**config.mk**
```make
export PLATFORM = sky130hd
export DESIGN_NAME = iaal_rot_lane
export DESIGN_NICKNAME = d
export VERILOG_FILES = /design/src/hw/rtl/iaal_pkg.sv /design/src/hw/rtl/iaal_rot_lane.sv
export SDC_FILE = /design/constraint.sdc
export NUM_CORES = 1
export LEC_CHECK = 0
export BUFFER_PORTS_ARGS = -buffer_cell sky130_fd_sc_hd__buf_2
export CAP_MARGIN = 10
export CORE_UTILIZATION = 65
export DETAILED_ROUTE_END_ITERATION = 12
export PLACE_DENSITY = 0.92
export SYNTH_ARGS = -nofsm -noshare
export SYNTH_HDL_FRONTEND = slang
export SYNTH_SLANG_ARGS = --single-unit
```
**constraint.sdc**
```tcl
create_clock -name clk -period 35.7 [get_ports clk]
set_clock_uncertainty 0.05 [all_clocks]
set_input_delay 5.355 -clock clk [delete_from_list [all_inputs] [get_ports clk]]
set_output_delay 5.355 -clock clk [all_outputs]
set_load 0.01 [all_outputs]
```
**src/hw/rtl/iaal_pkg.sv**
```systemverilog
// Shared types, widths and filter coefficients for the IMU align and low-pass block.
package iaal_pkg;

	// Sample and intermediate widths
	localparam int SAMPLE_W   = 16;
	localparam int GYRO_W     = SAMPLE_W + 1;   // raw minus bias
	localparam int RATE_SUM_W = GYRO_W + 3;     // three signed terms, negation included
	localparam int ACC_SUM_W  = SAMPLE_W + 3;
	localparam int ROW_W      = 6;              // three 2-bit codes per matrix row
	localparam int MAT_W      = 3 * ROW_W;

	// Filter fixed point: Q2.29 coefficients, 24 fractional state bits
	localparam int STATE_W    = 48;
	localparam int STATE_FRAC = 24;
	localparam int COEF_W     = 31;
	localparam int COEF_B_W   = 22;
	localparam int COEF_FRAC  = 29;
	localparam int BX_W       = COEF_B_W + ACC_SUM_W;
	localparam int SUM_W      = 82;

	localparam logic signed [COEF_W-1:0]   COEF_A1 = 31'sd1035867750;
	localparam logic signed [COEF_W-1:0]   COEF_A2 = -31'sd500247456;
	localparam logic signed [COEF_B_W-1:0] COEF_B  = 22'sd1250619;

	// Configuration port
	localparam int CFG_IDX_W  = 3;
	localparam int CFG_DATA_W = 18;
	localparam logic [CFG_IDX_W-1:0] CFG_GYRO_MAT  = 3'd0;
	localparam logic [CFG_IDX_W-1:0] CFG_ACCEL_MAT = 3'd1;
	localparam logic [CFG_IDX_W-1:0] CFG_BIAS_X    = 3'd2;
	localparam logic [CFG_IDX_W-1:0] CFG_BIAS_Y    = 3'd3;
	localparam logic [CFG_IDX_W-1:0] CFG_BIAS_Z    = 3'd4;
	localparam logic [MAT_W-1:0]     MAT_IDENTITY  = 18'h10101;

	// Input request payload
	typedef struct packed {
		logic signed [SAMPLE_W-1:0] raw_gyro_x;
		logic signed [SAMPLE_W-1:0] raw_gyro_y;
		logic signed [SAMPLE_W-1:0] raw_gyro_z;
		logic signed [SAMPLE_W-1:0] raw_accel_x;
		logic signed [SAMPLE_W-1:0] raw_accel_y;
		logic signed [SAMPLE_W-1:0] raw_accel_z;
	} sample_t;

	// Result request payload
	typedef struct packed {
		logic signed [SAMPLE_W-1:0] rate_x;
		logic signed [SAMPLE_W-1:0] rate_y;
		logic signed [SAMPLE_W-1:0] rate_z;
		logic signed [SAMPLE_W-1:0] smooth_accel_x;
		logic signed [SAMPLE_W-1:0] smooth_accel_y;
		logic signed [SAMPLE_W-1:0] smooth_accel_z;
	} result_t;

	// Bias-corrected sample held in the first stage
	typedef struct packed {
		logic signed [GYRO_W-1:0]   gyro_x;
		logic signed [GYRO_W-1:0]   gyro_y;
		logic signed [GYRO_W-1:0]   gyro_z;
		logic signed [SAMPLE_W-1:0] accel_x;
		logic signed [SAMPLE_W-1:0] accel_y;
		logic signed [SAMPLE_W-1:0] accel_z;
	} corr_t;

	// Pipeline control from the top level to the lanes
	typedef struct packed {
		logic ld_s2;   // stage 2 registers load
		logic upd;     // a request moves into stage 3: advance filter state
	} pipe_ctl_t;

endpackage

```
**src/hw/rtl/iaal_rot_lane.sv**
```systemverilog
// One axis lane: matrix row applied to gyro and accel, rate saturation, b*x product.
module iaal_rot_lane
	import iaal_pkg::*;
(
	input  logic                        clk,
	input  pipe_ctl_t                   ctl,
	input  logic [ROW_W-1:0]            gyro_row,
	input  logic [ROW_W-1:0]            accel_row,
	input  corr_t                       samp,
	output logic signed [SAMPLE_W-1:0]  rate_s2,
	output logic signed [BX_W-1:0]      bx_s2
);

	// Mounting matrix codes; the fourth code counts as zero
	localparam logic [1:0] MAT_ZERO  = 2'd0;
	localparam logic [1:0] MAT_PLUS  = 2'd1;
	localparam logic [1:0] MAT_MINUS = 2'd2;

	function automatic logic signed [RATE_SUM_W-1:0] gterm(
		input logic [1:0] code, input logic signed [GYRO_W-1:0] v);
		logic signed [RATE_SUM_W-1:0] r;
		case (code)
			MAT_PLUS:  r = RATE_SUM_W'(v);
			MAT_MINUS: r = -RATE_SUM_W'(v);
			MAT_ZERO:  r = '0;
			default:   r = '0;
		endcase
		return r;
	endfunction

	function automatic logic signed [ACC_SUM_W-1:0] aterm(
		input logic [1:0] code, input logic signed [SAMPLE_W-1:0] v);
		logic signed [ACC_SUM_W-1:0] r;
		case (code)
			MAT_PLUS:  r = ACC_SUM_W'(v);
			MAT_MINUS: r = -ACC_SUM_W'(v);
			MAT_ZERO:  r = '0;
			default:   r = '0;
		endcase
		return r;
	endfunction

	logic signed [RATE_SUM_W-1:0] rate_sum;
	logic signed [ACC_SUM_W-1:0]  acc_sum;
	logic signed [SAMPLE_W-1:0]   rate_sat;
	logic signed [BX_W-1:0]       bx_c;

	// Row dot products
	always_comb begin
		rate_sum = gterm(gyro_row[1:0], samp.gyro_x) + gterm(gyro_row[3:2], samp.gyro_y)
			+ gterm(gyro_row[5:4], samp.gyro_z);
		acc_sum = aterm(accel_row[1:0], samp.accel_x) + aterm(accel_row[3:2], samp.accel_y)
			+ aterm(accel_row[5:4], samp.accel_z);
	end

	// Saturate rate to the sample range
	always_comb begin
		if (rate_sum[RATE_SUM_W-1:SAMPLE_W-1] == {(RATE_SUM_W-SAMPLE_W+1){1'b0}} ||
				rate_sum[RATE_SUM_W-1:SAMPLE_W-1] == {(RATE_SUM_W-SAMPLE_W+1){1'b1}}) begin
			rate_sat = rate_sum[SAMPLE_W-1:0];
		end else begin
			rate_sat = {rate_sum[RATE_SUM_W-1], {(SAMPLE_W-1){~rate_sum[RATE_SUM_W-1]}}};
		end
	end

	// Feed-forward term of the filter, taken out of the recursion
	assign bx_c = BX_W'(COEF_B) * BX_W'(acc_sum);

	always_ff @(posedge clk) begin
		if (ctl.ld_s2) begin
			rate_s2 <= rate_sat;
			bx_s2   <= bx_c;
		end
	end

endmodule

```
Word level (Yosys, flattened, before mapping)
Index checks and enable logic that the tools add are counted.

word-level totals
  bits in read-only memories = 0
  bits in registers = 57
  memories kept = 0
  logic and storage cells = 36
  output and inout bits = 57
  input bits = 114
  latch bits = 0
  memory bits (writable) = 0

cells by class
  multiplexer cells = 7
  multiply operators = 1
  shifts and indexed selects = 0
  bitwise operators = 1
  reduce and logical (&&, ||, !) cells = 2
  $add $sub $neg = 10
  divide/modulo/power cells = 0
  $lt $le $gt $ge = 0
  equality and inequality tests = 13

operators with widths
  cell                      count
  $pmux W20 S2              3
  $pmux W19 S2              3
  $neg A17 Y20              3
  $neg A16 Y19              3
  $mul A22 B19 Y41 const A  1
  $add A20 B20 Y20          2
  $add A19 B19 Y19          2
  $mux W16                  1
  $eq A2 B1 Y1 const B      6
  $eq A2 B2 Y1 const B      6
  $eq A5 B5 Y1 const B      1
  $logic_not A5 Y1          1
  $logic_or A1 B1 Y1        1
  $not A1 Y1                1

Longest topological paths before layout
  word-level depth = 7
  mapped depth = 41

Worst setup path before layout
Ideal clock, no wire load.

  kind = input to register
  start = input samp[3] in the netlist's numbering
  end = register bx_s2[40] (data pin)
  stages = 38
  buffers on the path = 2
  data arrival time = 14.522 ns
  setup slack = 20.855 ns
  library setup time = 0.273 ns
  data required time = 35.377 ns
  path through = buf_4 or4_4 or3_4 or4_4 or3_4 nor3_4 a21o_1 a21oi_1 or2_1 fa_1 inv_1 ha_1 or3_1 o21ai_0 a21oi_1 xnor2_1 fa_1 inv_1 (+2 left out) fa_1 inv_1 fa_1 inv_1 fa_1 inv_1 fa_1 fa_1 ha_1 clkbuf_1 a21oi_1 o21ai_0 or3b_2 a41o_1 nand3_1 nand3_1 a31oi_1 o221ai_1

on the way
  word-level cells in the longest chain between the ends = 4

ends and longest elaborated chain
  what                  line                 source
  from (decl)           iaal_rot_lane.sv:9   input corr_t samp,
  $neg A16 Y19          iaal_rot_lane.sv:36  MAT_MINUS: r = -ACC_SUM_W'(v);
  $pmux W19 S2 *        iaal_rot_lane.sv:34  case (code)
  $add A19 B19 Y19 *    iaal_rot_lane.sv:53  + aterm(accel_row[5:4], samp.accel_z);
  $mul A22 B19 Y41 *    iaal_rot_lane.sv:67  assign bx_c = BX_W'(COEF_B) * BX_W'(acc_sum);
  via bx_c[40]          iaal_rot_lane.sv:46  logic signed [BX_W-1:0] bx_c;
  to (signal assigned)  iaal_rot_lane.sv:72  bx_s2 <= bx_c;
  to (decl)             iaal_rot_lane.sv:11  output logic signed [BX_W-1:0] bx_s2

The timed path passes the listed nets; every way through them passes the cells marked *.
A chain may end at the register's enable or synchronous reset.

Worst setup path after layout
  start = input samp[32] in the netlist's numbering
  end = register bx_s2[40] (data pin)

on the way
  word-level cells in the longest chain between the ends = 5

ends and longest elaborated chain
  what                line                 source
  $neg A16 Y19        iaal_rot_lane.sv:36
  $pmux W19 S2 *      iaal_rot_lane.sv:34
  $add A19 B19 Y19 *  iaal_rot_lane.sv:52  acc_sum = aterm(accel_row[1:0], samp.accel_x) + aterm(accel_row[3:2], samp.accel_y)
  $add A19 B19 Y19 *  iaal_rot_lane.sv:53
  $mul A22 B19 Y41 *  iaal_rot_lane.sv:67
  via bx_c[40]        iaal_rot_lane.sv:46

Marked as above.

==> out/results.ini <==
[timing]
worst_pin_slew_ns = 1.06
fmax_mhz = 62.2
setup_tns_ns = 0
setup_viol = 0
fin_crit_sh_pct = 45.0
slew_viol_final = 0
rsz0062_at_grt = false
hold_viol = 0
layout_setup_ws_ns = 19.63
period_minus_slack_ns = 16.07
max_slew_margin_pct = 28.9
timing.hold.ws_ns = 5.63

[critical_path]
cpMaxStageDelayCell = xnor2_1
path_class = in2reg
arrival_ns = 16.09
cp-start-kind = input port
critPathMaxFanout = 9
crit_required_ns = 35.72
setup.worst_path.end_class = flop
crit_top_cell = fa_1
cpPeakStageDelay_ns = 0.58

[die]
io_pins = 171
fp-row-count = 56
start_util_pct = 66.6
coreArea_mm2 = 0.0235
die_area_mm2 = 0.0247
die_w_um = 157
fp.dieH_um = 157

[global_route]
grt_use_total_pct = 34.5
grt_max_degree = 58
grt_overflow_total = 0
antenna_found_initial = 0
grt_pass1_wl_um = 66500
grt_pass1_vias = 13708

[synthesis]
yosysUniqueCellTypes = 73
yosysTopAreaCell = fa_1
syn_inst = 1862
avgSynthCellArea_um2 = 8.42
ys_top_cells_by_area = fa_1, ha_1, edfxtp_1
synth_warnings = 0
synth_area_mm2 = 0.0157
seq_area_frac_synth_pct = 10.9
synth_nets = 2417
ys_seq_elements = 57
async_flop_share_pct = 0
synth_edf_count = 57
synth-main-ff-cell = edfxtp_1
synth.top_cell.area_share_pct = 21.8

[cells_and_area]
syn2layout_area_growth_pct = 9.17
antennaDiodeCount = 0
fin_util_pct = 72.7
final_nets = 2557
layout-drive-gt1-share_pct = 13.1

[cts]
htreeDepth = 3
cts_root_buf = clkbuf_16
clk_pin_slew_worst_paths_ns = 0.06
cts_tree = built
cts_buffers = 9
cts_setup_buffers = 0
clock_sinks = 57
ctsHoldBuffers = 0
cts_resized = 0
cts.path.max_buffers = 2

[routing]
drcViolationCount = 0
vias_per_cell = 6.01
drt-initial-drc-count = 1045
drt-total-wl_um = 42300
wl_per_cell_um = 18.2
vias = 13971
drt_pass1_iterations = 6
antenna_left = 0

[hold_path]
whs_endpoint = bx_s2[5]
min_path_cells = 2
hp-class = in2reg
hp-start = ctl[1]

[placement]
dp_slack_ns = 19.59
gp_congestion = 0.987
io_buffers = 169
hpwl_um = 33300

[status]
status = finished, final reports clean

[run]
max-cap-violations = 0

==> synth_stat cells, types with 8 or more instances <==
| master | count |
|---|---|
| inv_1 | 372 |
| ha_1 | 270 |
| fa_1 | 171 |
| a21oi_1 | 122 |
| nand2_1 | 110 |
| nor2_1 | 98 |
| o21ai_0 | 92 |
| nor3_1 | 66 |
| or2_2 | 59 |
| edfxtp_1 | 57 |
| xnor2_1 | 52 |
| a21o_1 | 42 |
| nand2b_1 | 37 |
| clkbuf_1 | 35 |
| xor2_1 | 27 |
| nand3_1 | 24 |
| a22oi_1 | 22 |
| or3_1 | 21 |
| o21bai_1 | 14 |
| nand4_1 | 13 |
| a31oi_1 | 12 |
| a211oi_1 | 10 |
| a311o_1 | 10 |
| nor2b_1 | 8 |
| nor4_1 | 8 |
==> how the worst max path moves through the flow <==
stage / startpoint / cells past startpoint / endpoint / slack [ns]
6_report: samp[32] / 37 / bx_s2[40] / 19.63
5_1_grt: samp[32] / 39 / bx_s2[37] / 18.88
4_1_cts: samp[32] / 37 / bx_s2[40] / 19.75
3_5_place_dp: samp[32] / 37 / bx_s2[40] / 19.59
3_3_place_gp: samp[32] / 39 / bx_s2[40] / 19.96
2_1_floorplan: samp[3] / 38 / bx_s2[40] / 20.86
==> area by class of cell <==
cell class	count	area (um^2)
Inverter	374	1400
Timing Repair Buffer	173	876
Tap cell	319	399
Clock buffer	10	229
Multi-Input combinational cell	1387	12400
Clock inverter	6	106
Sequential cell	57	1710
Fill cell	1732	6420
==> worst max-delay path, delay by kind of cell <==
| kind | cells | cell delay (ns) |
|---|---|---|
| compound gates | 11 | 2.38 |
| xor+xnor | 2 | 0.72 |
| fa+ha+maj | 11 | 4.81 |
| buf+inv | 6 | 0.63 |
| simple gates | 7 | 2.15 |
==> per-layer routing <==
| metal | global-route usage (%) | routed length [um] | part of all wire (%) | vias to the layer above |
|---|---|---|---|---|
| met2 | 59.3 | 20200 | 48 | 734 |
| li1 | - | - | - | 6499 |
| met5 | 0 | 0 | 0 | - |
| met3 | 6.11 | 3220 | 7.6 | 176 |
| met1 | 41.8 | 16900 | 40 | 6562 |
| met4 | 16.0 | 1900 | 4.5 | 0 |
==> cell families after synthesis <==
family | Yosys count | share of synthesized area, %
fa+ha+maj | 441 | 43.4
buf+inv | 418 | 10.1
xor+xnor | 79 | 4.41
mux | 4 | 0.263
flops | 57 | 10.9
simple gates | 484 | 15.8
compound gates | 379 | 15.1
==> state kept, by name (all words and copies together) (netlist names) <==
signal / count
bx_s2: 41
rate_s2: 16
==> layout by cell type, fill, tap and decap left out, drive strengths merged, types with 4 or more instances in the layout <==
master  count
or3        23
nand3      24
a311o      10
inv       372
a221o       4
xor2       27
clkinv      5
and3        5
nor3b       7
o21bai     14
o21a        7
xnor2      52
nand4      13
or3b        4
nor2       98
a211o       4
a211oi     11
o21ai      92
or4         6
o31ai       7
nand2b     37
nor3       68
ha        270
a22oi      22
fa        171
a21o       42
a31oi      12
nor4        9
buf       173
nor2b       8
nand2     110
clkbuf     10
a21oi     122
edfxtp     57
a21boi      7
or2        61
==> stage by stage <==
stage / area [um^2] / std cells
floorplan: 15700 / 1862
global placement: 16800 / 2310
detailed placement: 16800 / 2310
CTS: 17100 / 2326
global route: 17100 / 2326
finish: 17100 / 2326
Power is not shown: default switching activity piles up to over one toggle a cycle in this logic, so the estimate is an artifact.
