[config.mk]
export PLATFORM = sky130hd
export DESIGN_NAME = iaal_iir_lane
export DESIGN_NICKNAME = d
export VERILOG_FILES = /design/src/hw/rtl/iaal_pkg.sv /design/src/hw/rtl/iaal_iir_lane.sv
export SDC_FILE = /design/constraint.sdc
export NUM_CORES = 2
export LEC_CHECK = 0
export BUFFER_PORTS_ARGS = -buffer_cell sky130_fd_sc_hd__buf_4
export CAP_MARGIN = 20
export CORE_AREA = 5 5 386 388
export CTS_CLUSTER_DIAMETER = 30
export DETAILED_ROUTE_END_ITERATION = 16
export DIE_AREA = 0 0 391 393
export GPL_TIMING_DRIVEN = 0
export HOLD_SLACK_MARGIN = 0.06
export SYNTH_ARGS = -nofsm -noshare
export SYNTH_HDL_FRONTEND = slang
export SYNTH_SLANG_ARGS = --single-unit
[constraint.sdc]
create_clock -name clk -period 11.95 [get_ports clk]
set_input_delay 0.5975 -clock clk [delete_from_list [all_inputs] [get_ports clk]]
set_output_delay 0.5975 -clock clk [all_outputs]
set_load 0.05 [all_outputs]
[src/hw/rtl/iaal_pkg.sv]
// Shared types, widths and filter coefficients for the IMU align and low-pass block.
package iaal_pkg;

	// Sample and intermediate widths
	localparam int SAMPLE_W   = 16;
	localparam int GYRO_W     = SAMPLE_W + 1;   // raw minus bias
	localparam int RATE_SUM_W = GYRO_W + 3;     // three signed terms, negation included
	localparam int ACC_SUM_W  = SAMPLE_W + 3;
	localparam int ROW_W      = 6;              // three 2-bit codes per matrix row
	localparam int MAT_W      = 3 * ROW_W;

	// Filter fixed point: Q2.29 coefficients, 24 fractional state bits
	localparam int STATE_W    = 48;
	localparam int STATE_FRAC = 24;
	localparam int COEF_W     = 31;
	localparam int COEF_B_W   = 22;
	localparam int COEF_FRAC  = 29;
	localparam int BX_W       = COEF_B_W + ACC_SUM_W;
	localparam int SUM_W      = 82;

	localparam logic signed [COEF_W-1:0]   COEF_A1 = 31'sd1035867750;
	localparam logic signed [COEF_W-1:0]   COEF_A2 = -31'sd500247456;
	localparam logic signed [COEF_B_W-1:0] COEF_B  = 22'sd1250619;

	// Configuration port
	localparam int CFG_IDX_W  = 3;
	localparam int CFG_DATA_W = 18;
	localparam logic [CFG_IDX_W-1:0] CFG_GYRO_MAT  = 3'd0;
	localparam logic [CFG_IDX_W-1:0] CFG_ACCEL_MAT = 3'd1;
	localparam logic [CFG_IDX_W-1:0] CFG_BIAS_X    = 3'd2;
	localparam logic [CFG_IDX_W-1:0] CFG_BIAS_Y    = 3'd3;
	localparam logic [CFG_IDX_W-1:0] CFG_BIAS_Z    = 3'd4;
	localparam logic [MAT_W-1:0]     MAT_IDENTITY  = 18'h10101;

	// Input request payload
	typedef struct packed {
		logic signed [SAMPLE_W-1:0] raw_gyro_x;
		logic signed [SAMPLE_W-1:0] raw_gyro_y;
		logic signed [SAMPLE_W-1:0] raw_gyro_z;
		logic signed [SAMPLE_W-1:0] raw_accel_x;
		logic signed [SAMPLE_W-1:0] raw_accel_y;
		logic signed [SAMPLE_W-1:0] raw_accel_z;
	} sample_t;

	// Result request payload
	typedef struct packed {
		logic signed [SAMPLE_W-1:0] rate_x;
		logic signed [SAMPLE_W-1:0] rate_y;
		logic signed [SAMPLE_W-1:0] rate_z;
		logic signed [SAMPLE_W-1:0] smooth_accel_x;
		logic signed [SAMPLE_W-1:0] smooth_accel_y;
		logic signed [SAMPLE_W-1:0] smooth_accel_z;
	} result_t;

	// Bias-corrected sample held in the first stage
	typedef struct packed {
		logic signed [GYRO_W-1:0]   gyro_x;
		logic signed [GYRO_W-1:0]   gyro_y;
		logic signed [GYRO_W-1:0]   gyro_z;
		logic signed [SAMPLE_W-1:0] accel_x;
		logic signed [SAMPLE_W-1:0] accel_y;
		logic signed [SAMPLE_W-1:0] accel_z;
	} corr_t;

	// Pipeline control from the top level to the lanes
	typedef struct packed {
		logic ld_s2;   // stage 2 registers load
		logic upd;     // a request moves into stage 3: advance filter state
	} pipe_ctl_t;

endpackage

[src/hw/rtl/iaal_iir_lane.sv]
// One axis of the second-order low-pass: state update and output rounding.
module iaal_iir_lane
	import iaal_pkg::*;
(
	input  logic                        clk,
	input  logic                        arst_n,
	input  pipe_ctl_t                   ctl,
	input  logic signed [BX_W-1:0]      bx_s2,
	output logic signed [SAMPLE_W-1:0]  smooth
);

	localparam int PH_W  = COEF_W + STATE_W - STATE_FRAC;   // coef x high half
	localparam int PL_W  = COEF_W + STATE_FRAC + 1;         // coef x low half
	localparam int A2T_W = COEF_W + STATE_W;
	localparam int Y_W   = SUM_W - COEF_FRAC;
	localparam int RND_W = STATE_W + 1;
	localparam int YI_W  = RND_W - STATE_FRAC;
	localparam logic signed [SUM_W-1:0] RND_STATE =
		{{(SUM_W-COEF_FRAC){1'b0}}, 1'b1, {(COEF_FRAC-1){1'b0}}};
	localparam logic signed [RND_W-1:0] RND_OUT =
		{{(RND_W-STATE_FRAC){1'b0}}, 1'b1, {(STATE_FRAC-1){1'b0}}};

	// last output and a2 times the before-last output
	logic signed [STATE_W-1:0] y1_q;
	logic signed [A2T_W-1:0]   a2t_q;

	logic signed [STATE_FRAC:0]         y1_lo;
	logic signed [STATE_W-STATE_FRAC-1:0] y1_hi;
	logic signed [PH_W-1:0]   a1_hi, a2_hi;
	logic signed [PL_W-1:0]   a1_lo, a2_lo;
	logic signed [A2T_W-1:0]  a2t_next;
	logic signed [SUM_W-1:0]  n_sum;
	logic signed [Y_W-1:0]    y_full;
	logic signed [STATE_W-1:0] y_new;
	logic signed [RND_W-1:0]  y_rnd;
	logic signed [YI_W-1:0]   y_int;

	// Split the last output so each product stays near 31x25 bits
	assign y1_hi = y1_q[STATE_W-1:STATE_FRAC];
	assign y1_lo = {1'b0, y1_q[STATE_FRAC-1:0]};
	assign a1_hi = PH_W'(COEF_A1) * PH_W'(y1_hi);
	assign a1_lo = PL_W'(COEF_A1) * PL_W'(y1_lo);
	assign a2_hi = PH_W'(COEF_A2) * PH_W'(y1_hi);
	assign a2_lo = PL_W'(COEF_A2) * PL_W'(y1_lo);

	// a2 term for the next update: old last becomes before-last
	assign a2t_next = (A2T_W'(a2_hi) <<< STATE_FRAC) + A2T_W'(a2_lo);

	// New state: floor of the rounded Q29 sum, saturated to 48 bits
	always_comb begin
		n_sum = (SUM_W'(a1_hi) <<< STATE_FRAC) + SUM_W'(a1_lo) + SUM_W'(a2t_q)
			+ (SUM_W'(bx_s2) <<< STATE_FRAC) + RND_STATE;
		y_full = n_sum[SUM_W-1:COEF_FRAC];
		if (y_full[Y_W-1:STATE_W-1] == {(Y_W-STATE_W+1){1'b0}} ||
				y_full[Y_W-1:STATE_W-1] == {(Y_W-STATE_W+1){1'b1}}) begin
			y_new = y_full[STATE_W-1:0];
		end else begin
			y_new = {y_full[Y_W-1], {(STATE_W-1){~y_full[Y_W-1]}}};
		end
	end

	always_ff @(posedge clk or negedge arst_n) begin
		if (!arst_n) begin
			y1_q  <= '0;
			a2t_q <= '0;
		end else if (ctl.upd) begin
			y1_q  <= y_new;
			a2t_q <= a2t_next;
		end
	end

	// Round half up to an integer and saturate; y1_q belongs to the request in stage 3
	always_comb begin
		y_rnd = RND_W'(y1_q) + RND_OUT;
		y_int = y_rnd[RND_W-1:STATE_FRAC];
		if (y_int[YI_W-1:SAMPLE_W-1] == {(YI_W-SAMPLE_W+1){1'b0}} ||
				y_int[YI_W-1:SAMPLE_W-1] == {(YI_W-SAMPLE_W+1){1'b1}}) begin
			smooth = y_int[SAMPLE_W-1:0];
		end else begin
			smooth = {y_int[YI_W-1], {(SAMPLE_W-1){~y_int[YI_W-1]}}};
		end
	end

endmodule

======== Word level (Yosys, flattened, before mapping) ========
Cells that the tools add are included.
storage, ports and cells
  memory bits (writable) .................. 0
  ROM bits ................................ 0
  word-level logic and storage cells ...... 22
  output and inout bits ................... 16
  register bits ........................... 127
  input port bits ......................... 45
  latch bits .............................. 0
  memories kept ........................... 0
cells by class
  equality and inequality tests ........... 2
  muxes and demuxes ....................... 2
  bitwise operators ....................... 2
  shift operators ......................... 0
  magnitude comparators ................... 0
  add/sub/neg operators ................... 6
  reductions and logical operators ........ 4
  multipliers ............................. 4
  div/mod/pow operators ................... 0
operator list
  cell                                                count
  adder 81 x 65 -> 82 bit                             1
  adder 82 x 30 -> 82 bit, second input constant      1
  adder 80 x 79 -> 81 bit                             1
  adder 79 x 55 -> 80 bit                             1
  adder 78 x 55 -> 79 bit                             1
  multiplier 30 x 24 -> 54 bit, first input constant  1
  multiplier 29 x 24 -> 53 bit, first input constant  1
  multiplier 25 x 25 -> 50 bit, first input constant  1
  adder 48 x 25 -> 49 bit, second input constant      1
  multiplier 25 x 24 -> 49 bit, first input constant  1
  2-to-1 mux 48 bit                                   1
  2-to-1 mux 16 bit                                   1
  equality test 10 bit, second input constant         1
  zero test 10 bit                                    1
  equality test 6 bit, second input constant          1
  zero test 6 bit                                     1
  logical OR 1 bit                                    2
  inverter 1 bit                                      2

======== Logic depth before layout (Yosys ltp) ========
  depth in word-level cells ............... 8
  depth in mapped cells ................... 45
  mapped depth without buffers ............ 42

======== Least setup slack after synthesis ========
OpenSTA, ideal clock, no wires.
  path type ............................... flip-flop to flip-flop
  start point ............................. reg y1_q[3]
  end point ............................... reg a2t_q[69]
  path buffers ............................ 1
  library setup time ...................... 0.125 ns
  arrival ................................. 12.131 ns
  stages on the path, launching flop included .. 35
  data required time ...................... 11.825 ns
  setup slack ............................. -0.306 ns
  clock period less this slack ............ 12.256 ns
  cells stage by stage .................... dfrtp_1 fa_1 inv_1 fa_1 inv_1 ha_1 fa_1 inv_1 fa_1 fa_1 inv_1 fa_1 ha_1 clkbuf_1 a21o_1 a21o_1 a21o_1 a21o_1 a21o_1 or3_1 o211ai_1 a21oi_1 mux2i_1 a2111oi_0 ha_1 and3_1 a221o_1 a21oi_1 nand2b_1 and2_1 a21oi_1 o21bai_1 nand3_1 xor2_1 mux2_2
between the ends
  longest elaborated chain between the ends .. 2
ends and longest elaborated chain
  what                          line                 RTL
  start: declaration            iaal_iir_lane.sv:24  logic signed [STATE_W-1:0] y1_q;
  start signal: assignment      iaal_iir_lane.sv:67  y1_q <= y_new;
  multiplier 25 x 25 -> 50 bit  iaal_iir_lane.sv:44  assign a2_lo = PL_W'(COEF_A2) * PL_W'(y1_lo);
  adder 78 x 55 -> 79 bit       iaal_iir_lane.sv:47  assign a2t_next = (A2T_W'(a2_hi) <<< STATE_FRAC) + A2T_W'(a2_lo);
  end signal: assignment        iaal_iir_lane.sv:68  a2t_q <= a2t_next;
  end: declaration              iaal_iir_lane.sv:25  logic signed [A2T_W-1:0] a2t_q;
Every way passes these cells.
A chain may end at the register's enable or synchronous reset.

======== Worst setup path after layout ========
  start point ............................. reg y1_q[23]
  end point ............................... reg y1_q[35]
between the ends
  longest elaborated chain between the ends .. 8
  elaborated cells between the ends (all ways) .. 10
  classes of those cells .................. add/sub: 4; mul: 1; eq/ne: 1; mux: 1; bitwise: 1; reduce/logical: 2
ends and longest elaborated chain
  what                                                           line                                      RTL
  multiplier 29 x 24 -> 53 bit *                                 iaal_iir_lane.sv:42                       assign a1_lo = PL_W'(COEF_A1) * PL_W'(y1_lo);
  adder 79 x 55 -> 80 bit *                                      iaal_iir_lane.sv:51                       n_sum = (SUM_W'(a1_hi) <<< STATE_FRAC) + SUM_W'(a1_lo) + SUM_W'(a2t_q)
  adder 80 x 79 -> 81 bit *                                      iaal_iir_lane.sv:51
  adder 81 x 65 -> 82 bit *                                      iaal_iir_lane.sv:52                       + (SUM_W'(bx_s2) <<< STATE_FRAC) + RND_STATE;
  adder 82 x 30 -> 82 bit *                                      iaal_iir_lane.sv:52
  equality test 6 bit / zero test 6 bit (equally long branches)  iaal_iir_lane.sv:55, iaal_iir_lane.sv:54
  logical OR 1 bit                                               iaal_iir_lane.sv:54                       if (y_full[Y_W-1:STATE_W-1] == {(Y_W-STATE_W+1){1'b0}} ||
  2-to-1 mux 48 bit *                                            iaal_iir_lane.sv:54
Every way passes the cells marked *; elsewhere a longest branch is shown, timed or not.

==> results_dict.tcl <==
set metrics [dict create \
    slew_violations 0 \
    cts-root-buf "clkbuf_16" \
    ys_top_cells_by_area "fa_1 (38%), ha_1 (23%), inv_1 (11%), dfrtp_1 (4.7%), xnor2_1 (2.7%)" \
    grt_start_max_net_pins 88 \
    wl_um 206400 \
    clk_latency_ns 0.45 \
    place.gp.congestion 0.9818 \
    crit_top_cell "fa_1" \
    crit_family "adder cells" \
    worst_hold_path.num_cells 2 \
    synth_top_area_share_pct 38.27 \
    period_needed_ns 11.65 \
    hold_class "register to register" \
    reg2reg_slack_ns 0.30 \
    cts-htree-levels 4 \
    criticalPathCategory "register to register" \
    grt_antenna_before_repair 3 \
    hold_path.startpoint "a2t_q[21]" \
    grt_pass1_vias 50030 \
    end_kind "register" \
    drt_pass1_iterations 6 \
    area_growth_syn_to_layout_pct 8.041 \
    synthesis.nets 9253 \
    slowest_delay_ns 0.57 \
    async_reset_ff_share_pct 100.0 \
    r2r_start "y1_q[23]" \
    dpl_cell_area_um2 67770 \
    finalCritPeriodShare_pct 97.47 \
    cp-start-kind "register" \
    synthCells 6806 \
    wl_per_cell_um 23.19 \
    r2r_cells 41 \
    fmax_mhz 85.86 \
    hpwlAfterDp_um 179000 \
    fillers 13940 \
    hold_slack_ns 0.4976 \
    avgSynthCellArea_um2 9.499 \
    synth_warnings 0 \
    grt-ovfl-total 0 \
    drive_gt1_share_pct 7.494 \
    design_area_um2 69850 \
    fp.dieH_um 393 \
    cts_max_path_buffers 2 \
    grt_pass1_wl_um 311700 \
    final_util_pct 48.16 \
    ys_types 100 \
    cts_tree "yes" \
    cp.required_ns 12.26 \
    detail-route-antenna-nets 0 \
    ys_seq_area_share_pct 4.722 \
    crit_path_top_delay_cell "fa_1" \
    initial_core_util_pct 44.57 \
    status "finished clean" \
    via_per_inst 5.456 \
    critPathArrivalTime_ns 11.96 \
    finClkSkew_ns 0.01871 \
    setup_viol 0 \
    drt_iter0_drc 3842 \
    cp.buffers_inverters 7 \
    cts_made_buffers 17 \
    yosysTopAreaCell "fa_1" \
    rr_endpoint "y1_q[35]" \
    maxSlewHeadroom_pct 28.27 \
    rows 140 \
    ys_ff_latch 122 \
    rsz0062_at_grt "no" \
    synth_edf_count 0 \
    syn_area_um2 64650 \
    fp.dieW_um 391 \
    max_cap_viol_count 0 \
    final_hold_viol_count 0 \
    crit_fanout 10 \
    fp.dieArea_um2 153700 \
    io_buffer_count 59 \
    core-area_um2 145000 \
    clk_pin_slew_ns 0.06 \
    grt_use_total_pct 27.21 \
    drc 0 \
    worst_slew_pin_slew_ns 1.073 \
    cts_sinks 122 \
    fin_nets 9413 \
    holdPathEnd "a2t_q[21]" \
    route.vias.total 48560 \
    ys.flop_type "dfrtp_1" \
    ios 61 \
]
-- worst max-delay path by stage --
| stage | depth (start not counted) | startpoint | to | slack, ns |
|---|---|---|---|---|
| finish | 41 | y1_q[23] | y1_q[35] | 0.30 |
| CTS | 39 | y1_q[42] | y1_q[46] | 0.01 |
| detailed placement | 41 | y1_q[22] | y1_q[36] | -2.25 |
| global route | 40 | y1_q[23] | y1_q[46] | 0.01 |
| global placement | 32 | y1_q[7] | a2t_q[70] | -3.88 |
| floorplan | 34 | y1_q[3] | a2t_q[69] | 0.71 |
-- logic make-up after synthesis --
family                     Yosys count  share of synthesized area (%)
and+or+nand+nor                    785                          6.038
buffers and inverters             2026                          11.92
adders and majority gates         2402                          60.84
AOI/OAI and AO/OA                 1098                          11.20
DFF                                122                          4.722
muxes                               57                         0.9483
xor gates and xnor gates           316                          4.327
-- synth_stat cells, types with 14 or more instances --
library cell     n
o21ai_0        247
fa_1          1236
xnor2_1        201
a21boi_0        14
xor2_1         111
nand4_1         86
or3_1           22
ha_1          1166
nand2b_1        36
mux2_2          34
o21bai_1        50
buf_2           25
clkbuf_1        71
o22ai_2         40
o31ai_1         19
a21oi_1        306
dfrtp_1        122
or2_2           23
o21a_1          30
nand2_1        179
inv_1         1910
nor3_1          36
mux2i_1         23
nor2b_1         30
nand3_1         62
nor2_1         213
a211oi_1        25
a21o_1         199
a31oi_1         33
and3_1          39
o211ai_1        17
-- worst register-to-register path: cells and delay by family (launching register included) --
| kind | cells | cell delay (ns) |
|---|---|---|
| adder cells (fa/ha/maj) | 11 | 4.77 |
| AO/OA/AOI/OAI | 13 | 2.46 |
| AND/OR/NAND/NOR | 8 | 2.01 |
| buffers and inverters | 7 | 1.06 |
| XOR/XNOR | 2 | 0.77 |
| flip-flops | 1 | 0.46 |
-- through the flow --
| step | std cells | setup slack, ns | setup TNS [ns] |
|---|---|---|---|
| after global placement | 8782 | -3.880 | -189.67 |
| after detailed placement | 8797 | -2.247 | -105.52 |
| after floorplan | 6806 | 0.7120 | 0 |
| final | 8899 | 0.3025 | 0 |
| after CTS | 8861 | 0.01002 | 0 |
| after global routing | 8897 | 0.01191 | 0 |
-- state kept, by name, indices dropped and copies added, names as in the netlist --
| name | count |
|---|---|
| y1_q | 48 |
| a2t_q | 74 |
-- final cells by class --
type / count / area [µm²] / share of cell area, %
diodes: 3 / 7.507 / 0.01075
plain buffers: 103 / 506.7 / 0.7255
clock buffers: 17 / 425.4 / 0.6090
clock inverters: 15 / 118.9 / 0.1702
inverters: 1911 / 7199 / 10.31
multi-input cells: 4658 / 54640 / 78.23
flip-flops and latches: 122 / 3191 / 4.568
well taps: 1917 / 2399 / 3.434
repair buffers: 153 / 1363 / 1.951
-- per-layer routing --
layer	vias up	part of all wire [%]	track usage, %
met5	-	0.0063	0
met4	2	3.6	8.188
met3	265	9.0	5.572
met2	1832	43	41.62
met1	24610	44	39.04
li1	21850	-	-
-- cell usage in the layout (no fill, tap or decap), types with 22 or more instances in the layout --
cell type  Yosys  layout
buf_4          6     139
nor2_1       213     212
mux2_2        34      34
nand2_1      179     179
a31oi_1       33      30
fa_1        1236    1227
a21oi_1      306     300
o22ai_2       40      40
nand4_1       86      86
or3_1         22      22
buf_2         25      26
dfrtp_1      122      76
mux2i_1       23      23
a21o_1       199     199
xnor2_1      201     194
a211oi_1      25      22
o21bai_1      50      50
or2_2         23      23
nor2b_1       30      30
nor3_1        36      33
nand2b_1      36      36
clkbuf_1      71      58
dfrtp_4        0      32
o21a_1        30      30
ha_1        1166    1126
nand3_1       62      62
xor2_1       111     103
ha_2           0      24
and3_1        39      39
o21ai_0      247     238
inv_1       1910    1901
-- what timing repair did --
| action | 4_1_cts | 5_1_grt |
|---|---|---|
| gates resized for setup | 142 | 97 |
| pin swaps | 5 | 27 |
| buffers inserted | 32 | 45 |
| endpoints found under the hold margin | 6 | 0 |
| hold buffers | 1 | 0 |
| setup endpoints to repair | 56 | 49 |
Power is not shown: default switching activity piles up to over one toggle a cycle in this logic, so the estimate is an artifact.
